==> src/hw/rtl/amte_pkg.sv <==
// ----------------------------------------------------------------------------
// amte_pkg: shared definitions for the affine matrix transform engine
// Request codes and saturating fixed-point helpers.
// ----------------------------------------------------------------------------
package amte_pkg;

  // request codes
  localparam logic [3:0] REQ_WR_CUR   = 4'd0;
  localparam logic [3:0] REQ_WR_OP    = 4'd1;
  localparam logic [3:0] REQ_CUR_OP   = 4'd2;
  localparam logic [3:0] REQ_OP_CUR   = 4'd3;
  localparam logic [3:0] REQ_POINT    = 4'd4;
  localparam logic [3:0] REQ_VECTOR   = 4'd5;
  localparam logic [3:0] REQ_INVERT   = 4'd6;
  localparam logic [3:0] REQ_SCALE    = 4'd7;
  localparam logic [3:0] REQ_READ     = 4'd8;
  localparam logic [3:0] REQ_IDENTITY = 4'd9;

  localparam logic signed [63:0] S64_MAX = {1'b0, {63{1'b1}}};
  localparam logic signed [63:0] S64_MIN = {1'b1, {63{1'b0}}};

  // saturating signed 64-bit add
  function automatic logic signed [63:0] sat_add(input logic signed [63:0] a,
                                                 input logic signed [63:0] b);
    logic signed [64:0] s;
    s = {a[63], a} + {b[63], b};
    if (s[64] != s[63]) return s[64] ? S64_MIN : S64_MAX;
    return s[63:0];
  endfunction

  // saturating signed 64-bit subtract
  function automatic logic signed [63:0] sat_sub(input logic signed [63:0] a,
                                                 input logic signed [63:0] b);
    logic signed [64:0] s;
    s = {a[63], a} - {b[63], b};
    if (s[64] != s[63]) return s[64] ? S64_MIN : S64_MAX;
    return s[63:0];
  endfunction

endpackage

==> src/hw/rtl/amte_mul.sv <==
// ----------------------------------------------------------------------------
// amte_mul: shared fixed-point multiplier
// Sign-magnitude 64x64 multiply built from four 32x32 partial products, one
// per cycle, then truncation toward zero and saturation to 64 bits.
// ----------------------------------------------------------------------------
module amte_mul #(
  parameter int FRAC_BITS = 32
) (
  input  logic               clk,
  input  logic               rst,
  input  logic               start,
  input  logic signed [63:0] a,
  input  logic signed [63:0] b,
  output logic               done,
  output logic signed [63:0] p
);
  import amte_pkg::*;

  logic [63:0]  ua;
  logic [63:0]  ub;
  logic         neg;
  logic [127:0] prod;
  logic [1:0]   step;
  logic         busy;
  logic         fin;

  logic [31:0]  pa;
  logic [31:0]  pb;
  logic [63:0]  pp;
  logic [1:0]   pos;
  logic [6:0]   shamt;
  logic         over;
  logic [63:0]  mag;

  // partial product for the current step
  always_comb begin
    pa    = step[0] ? ua[63:32] : ua[31:0];
    pb    = step[1] ? ub[63:32] : ub[31:0];
    pp    = {32'b0, pa} * {32'b0, pb};
    pos   = {1'b0, step[0]} + {1'b0, step[1]};
    shamt = {pos, 5'b0};
    over  = |(prod >> (64 + FRAC_BITS));
    mag   = prod[FRAC_BITS +: 64];
  end

  // step sequencing and rounding
  always_ff @(posedge clk) begin
    if (rst) begin
      busy <= 1'b0;
      fin  <= 1'b0;
      done <= 1'b0;
      step <= '0;
    end else begin
      done <= 1'b0;
      fin  <= 1'b0;
      if (start) begin
        ua   <= a[63] ? 64'(-a) : a;
        ub   <= b[63] ? 64'(-b) : b;
        neg  <= a[63] ^ b[63];
        prod <= '0;
        step <= '0;
        busy <= 1'b1;
      end else if (busy) begin
        prod <= prod + ({64'b0, pp} << shamt);
        step <= step + 2'd1;
        if (step == 2'd3) begin
          busy <= 1'b0;
          fin  <= 1'b1;
        end
      end else if (fin) begin
        done <= 1'b1;
        if (over) p <= neg ? S64_MIN : S64_MAX;
        else if (neg) p <= mag[63] ? S64_MIN : -$signed(mag);
        else p <= mag[63] ? S64_MAX : $signed(mag);
      end
    end
  end

endmodule

==> config.mk <==
export PLATFORM = sky130hd
export DESIGN_NAME = amte_mul
export DESIGN_NICKNAME = d
export VERILOG_FILES = /design/src/hw/rtl/amte_pkg.sv /design/src/hw/rtl/amte_mul.sv
export SDC_FILE = /design/constraint.sdc
export NUM_CORES = 2
export LEC_CHECK = 0
export BUFFER_PORTS_ARGS = -buffer_cell sky130_fd_sc_hd__buf_2
export CELL_PAD_IN_SITES_DETAIL_PLACEMENT = 1
export CELL_PAD_IN_SITES_GLOBAL_PLACEMENT = 2
export CORE_MARGIN = 2
export CORE_UTILIZATION = 37
export DETAILED_ROUTE_END_ITERATION = 8
export PLACE_DENSITY_LB_ADDON = 0.3
export SLEW_MARGIN = 20
export SYNTH_ARGS = -nofsm -noshare
export SYNTH_HDL_FRONTEND = slang
export SYNTH_SLANG_ARGS = --single-unit
export TNS_END_PERCENT = 1
==> constraint.sdc <==
create_clock -name clk -period 12.3 [get_ports clk]
set_clock_uncertainty 0.1 [all_clocks]
set_input_delay 2.46 -clock clk [delete_from_list [all_inputs] [get_ports clk]]
set_output_delay 2.46 -clock clk [all_outputs]
set_load 0.1 [all_outputs]
# Yosys cells after proc, flatten, opt, wreduce, memory -nomap -nowiden

Cells that the tools add are included.

Bits of input ports: 131
Memories kept: 0
Output and inout port bits: 65
Memory bits (writable): 0
Word-level logic and storage cells: 47
ROM bits: 0
Bits in registers: 326
Bits in latches: 0

Shift-type cells: 1
$lt $le $gt $ge: 0
Div/mod/pow operators: 0
Reductions and logical operators: 8
Bitwise operators: 4
Equality and inequality tests: 1
$mul: 1
Muxes and demuxes: 15
Add/subtract/negate cells: 6

Operators by type and width:

| kind                  | number |
|---|---|
| $mux W64              | 4 |
| $neg A64 Y64          | 3 |
| $mux W63              | 3 |
| $add A128 B128 Y128   | 1 |
| $mux W128             | 1 |
| $shl A64 B7 Y128      | 1 |
| $mul A32 B32 Y64      | 1 |
| $mux W32              | 2 |
| $reduce_or A32 Y1     | 1 |
| $reduce_or A3 Y1      | 2 |
| $mux W1               | 5 |
| $reduce_and A2 Y1     | 2 |
| $reduce_and A4 Y1     | 1 |
| $not A1 Y1            | 3 |
| $add A1 B1 Y2         | 1 |
| $add A2 B1 Y2 const B | 1 |
| $eq A2 B2 Y1 const B  | 1 |
| $reduce_bool A2 Y1    | 1 |
| $reduce_or A2 Y1      | 1 |
| $xor A1 B1 Y1         | 1 |

# Logic depth before layout (Yosys ltp)

Depth in word-level cells: 5
Depth in mapped cells: 45
Gate-level depth less buffers: 40

# Least setup slack after synthesis

Ideal clock, no wire load.

Path kind: register to register
Start: register step[0]
End: register prod[120] (data pin)
Path buffers: 5
Library setup time: 0.260 ns
Setup slack: 0.533 ns
Clock period less this slack: 11.767 ns
Stages on the path, launching flop included: 43
Required time: 11.940 ns
Arrival: 11.407 ns
Path through: dfxtp_1 -> clkbuf_1 -> buf_1 -> mux2i_1 -> clkbuf_1 -> nor2_1 -> fa_1 -> inv_1 -> fa_1 -> fa_1 -> fa_1 -> inv_1 -> fa_1 -> inv_1 -> fa_1 -> inv_1 -> fa_1 -> fa_1 -> [... 7 more ...] -> o21ai_0 -> nor2_1 -> a31oi_1 -> xor2_1 -> mux2_2 -> nor2_1 -> ha_1 -> clkbuf_1 -> nand2_1 -> or3_1 -> or4b_2 -> a31oi_1 -> o21ai_0 -> a21oi_1 -> a21bo_2 -> a21o_1 -> a31o_2 -> mux2_2

Cells in the longest elaborated chain, start to end: 5
Elaborated cells between the ends (all ways): 6
Those cells by class: add/sub (2); mul (1); shift (1); mux (2)

Ends and longest elaborated chain:

| item                    | RTL line       | source |
|---|---|---|
| start, declared         | amte_mul.sv:23 | `logic [1:0] step;` |
| start signal, assigned  | amte_mul.sv:65 | `step <= step + 2'd1;` |
| $mux W32                | amte_mul.sv:37 | `pa = step[0] ? ua[63:32] : ua[31:0];` |
| $mul A32 B32 Y64        | amte_mul.sv:39 | `pp = {32'b0, pa} * {32'b0, pb};` |
| $shl A64 B7 Y128 (*)    | amte_mul.sv:64 | `prod <= prod + ({64'b0, pp} << shamt);` |
| $add A128 B128 Y128 (*) | amte_mul.sv:64 |  |
| $mux W128 (*)           | amte_mul.sv:63 | `end else if (busy) begin` |
| end signal, assigned    | amte_mul.sv:64 |  |
| end, declared           | amte_mul.sv:22 | `logic [127:0] prod;` |

Every way passes the cells marked *; elsewhere a longest branch is shown, timed or not. The select of a mux whose other input is x is not followed.
A chain may end at the register's enable or synchronous reset.

# Worst setup path after layout

Ends and elaborated chain as after synthesis.

==> impl_metrics.env <==
export IMPL_worst_slew_pin_transition_ns=1.279
export IMPL_hold_buffers=0
export IMPL_syn_inst=6597
export IMPL_ios=196
export IMPL_grt_max_degree=74
export IMPL_holdWs_ns=0.5028
export IMPL_layout_drive_gt1_share_pct=13.64
export IMPL_slew_headroom_pct=14.11
export IMPL_crit_family="adder cells"
export IMPL_antenna_found_initial=10
export IMPL_cp_arrival_ns=12.29
export IMPL_grt_pass1_vias=53782
export IMPL_hold_viol=0
export IMPL_fill_cells=18134
export IMPL_worstPathRequired_ns=12.60
export IMPL_drc=0
export IMPL_synth_edf_count=321
export IMPL_layout_common_cells="nor2_1 (998), inv_1 (917), fa_1 (896)"
export IMPL_initial_core_util_pct=37.34
export IMPL_regArea_um2=9747
export IMPL_multi_input_area_um2=43810
export IMPL_placed_area_um2=64170
export IMPL_final_common_cell="nor2_1"
export IMPL_crit_path_max_fanout=14
export IMPL_status="finished, final reports clean"
export IMPL_ant_nets=0
export IMPL_rsz0062_at_grt="true"
export IMPL_crit_path_start_kind="flip-flop"
export IMPL_cts_root_buf="clkbuf_16"
export IMPL_clk_insertion_delay_late_ns=0.67
export IMPL_setup_violations=0
export IMPL_clk_pin_slew_worst_paths_ns=0.06
export IMPL_r2r_end="prod[120]"
export IMPL_finish_utilization_pct=42.80
export IMPL_track_usage_pct=29.07
export IMPL_yosysSeqAreaShare_pct=16.87
export IMPL_slew_violations=0
export IMPL_rr_worst_depth=42
export IMPL_numCtsBuffers=45
export IMPL_yosys_warnings=0
export IMPL_die_w_um=399.0
export IMPL_drt_pass1_iter_count=6
export IMPL_syn_avg_cell_area_um2=8.750
export IMPL_port_buffers=195
export IMPL_vias=50361
export IMPL_crit_path_frequent_cell="fa_1"
export IMPL_fin_crit_sh_pct=97.46
export IMPL_ys_types=75
export IMPL_fin_area_um2=66160
export IMPL_rows=144
export IMPL_crit_slowest_cell="or4b_2"
export IMPL_totalWireLength_mm=232.1
export IMPL_synth_seq_cells=326
export IMPL_synthTopCellsByArea="fa_1 (31%), edfxtp_1 (17%), ha_1 (8.5%)"
export IMPL_syn2layout_area_growth_pct=14.62
export IMPL_regToRegStartpoint="step[0]"
export IMPL_cpPeakStageDelay_ns=0.67
export IMPL_crit_path_end_kind="flip-flop"
export IMPL_routabilityCongestion=0.9839
export IMPL_die_h_um=399.0
export IMPL_grt_pass1_wl_mm=343.5
export IMPL_hpwl_mm=196.7
export IMPL_cts_buffer_depth=3
export IMPL_crit_type="flip-flop to flip-flop"
export IMPL_die_area_um2=159200
export IMPL_htree_levels=2
export IMPL_detail_route_wl_per_cell_um=25.58
export IMPL_yosys_area_top_type_share_pct=31.11
export IMPL_core_um2=154600
export IMPL_setup_tns_ns=0
export IMPL_cts_tree="yes"
export IMPL_min_period_ns=11.99
export IMPL_hold_path_end="fin"
export IMPL_min_from="busy"
export IMPL_hold_path_class="flip-flop to flip-flop"
export IMPL_syn_cell_area_um2=57720
export IMPL_r2r_slack_ns=0.31
export IMPL_fmax_mhz=83.42
export IMPL_synthArstFlopShare_pct=0
export IMPL_hold_depth=2
export IMPL_clock_sinks=326
export IMPL_drtIter0Drc=3684
export IMPL_syn_nets=8019
export IMPL_cap_violations=0
export IMPL_fin_nets=8417
export IMPL_viasPerCell=5.549
export IMPL_critical_path_buf_inv_count=10
export IMPL_synth_area_leader_cell="fa_1"
export IMPL_overflow=0
export IMPL_synth_ff_type="edfxtp_1"
-- worst reg2reg max path: cells and delay by family (launching register included) --
family | cells | cell delay [ns]
xor+xnor | 1 | 0.50
fa+ha+maj | 10 | 4.65
buf+inv | 10 | 1.49
compound gates | 10 | 1.96
mux | 2 | 0.61
flops | 1 | 0.43
simple gates | 9 | 2.00
-- registers in the layout, summed over array words and instances (netlist names) --
name	cells
busy	1
done	1
fin	1
neg	1
p	64
prod	128
step	2
ua	64
ub	64
-- synthesized netlist by cell type (21+ instances only) --
| cell | number |
|---|---|
| nor2_1 | 1000 |
| inv_1 | 917 |
| fa_1 | 897 |
| nand2_1 | 710 |
| ha_1 | 394 |
| a21oi_1 | 337 |
| edfxtp_1 | 321 |
| clkbuf_1 | 309 |
| o21ai_0 | 260 |
| xnor2_1 | 220 |
| a21o_1 | 101 |
| xor2_1 | 87 |
| mux2i_1 | 85 |
| nand4_1 | 81 |
| nor3_1 | 76 |
| mux2_2 | 69 |
| or3_1 | 56 |
| o31ai_1 | 53 |
| and2_1 | 50 |
| o21bai_1 | 45 |
| nor4_1 | 42 |
| a31oi_1 | 39 |
| nand3_1 | 37 |
| nand2b_1 | 34 |
| o22ai_1 | 30 |
| o21a_1 | 26 |
| buf_1 | 23 |
| o41ai_1 | 22 |
| or2_2 | 21 |
| or4_1 | 21 |
-- cell type report --
class                   count  area share [%]
flip-flops and latches    326           14.73
inverters                 918           5.208
clock inverters            34          0.5541
well taps                2044           3.865
clock buffers              47           1.713
repair buffers            683           7.693
diodes                      3         0.01135
multi-input cells        5021           66.22
-- through the flow --
stage,std cells,setup slack (ns)
finish,9076,0.3128
global route,9073,-0.01069
CTS,9064,0.06681
detailed placement,8976,-0.2166
global placement,8976,-0.03293
floorplan,6597,0.5333
-- kinds of logic after synthesis --
kind of cell    count (synthesis)  share of synthesized area (%)
xor+xnor                      307                          4.658
mux                           154                          2.820
flops                         326                          16.87
compound gates               1068                          11.48
buf+inv                      1250                          8.128
fa+ha+maj                    1291                          39.65
simple gates                 2201                          16.39
-- what timing repair did --
item                                    4_1_cts  5_1_grt
cloned                                        0        1
pin swaps                                     0       10
gates resized for setup                       2       73
setup buffers                                 7        7
endpoints found under the setup margin       22       60
-- metal layers --
layer  up-vias  GRT usage, %  wire length (um)
met2      1479         45.95            105700
met3       310         6.182             17200
li1      22337             -                 -
met5         -             0                12
met1     26233         39.67            101100
met4         2         9.472              8100
-- how the worst max path moves through the flow --
| stage | startpoint | end | slack [ns] | depth (start not counted) |
|---|---|---|---|---|
| after detailed placement | step[1] | prod[120] | -0.22 | 45 |
| after global placement | step[1] | prod[120] | -0.03 | 45 |
| after floorplan | step[0] | prod[120] | 0.53 | 42 |
| after global routing | step[1] | prod[95] | -0.01 | 47 |
| after CTS | step[0] | prod[120] | 0.07 | 44 |
| final | step[0] | prod[120] | 0.31 | 42 |
Power is left out: the tool's default activity adds up to more than one toggle a clock period on the data nets, which glitch-free logic cannot reach.
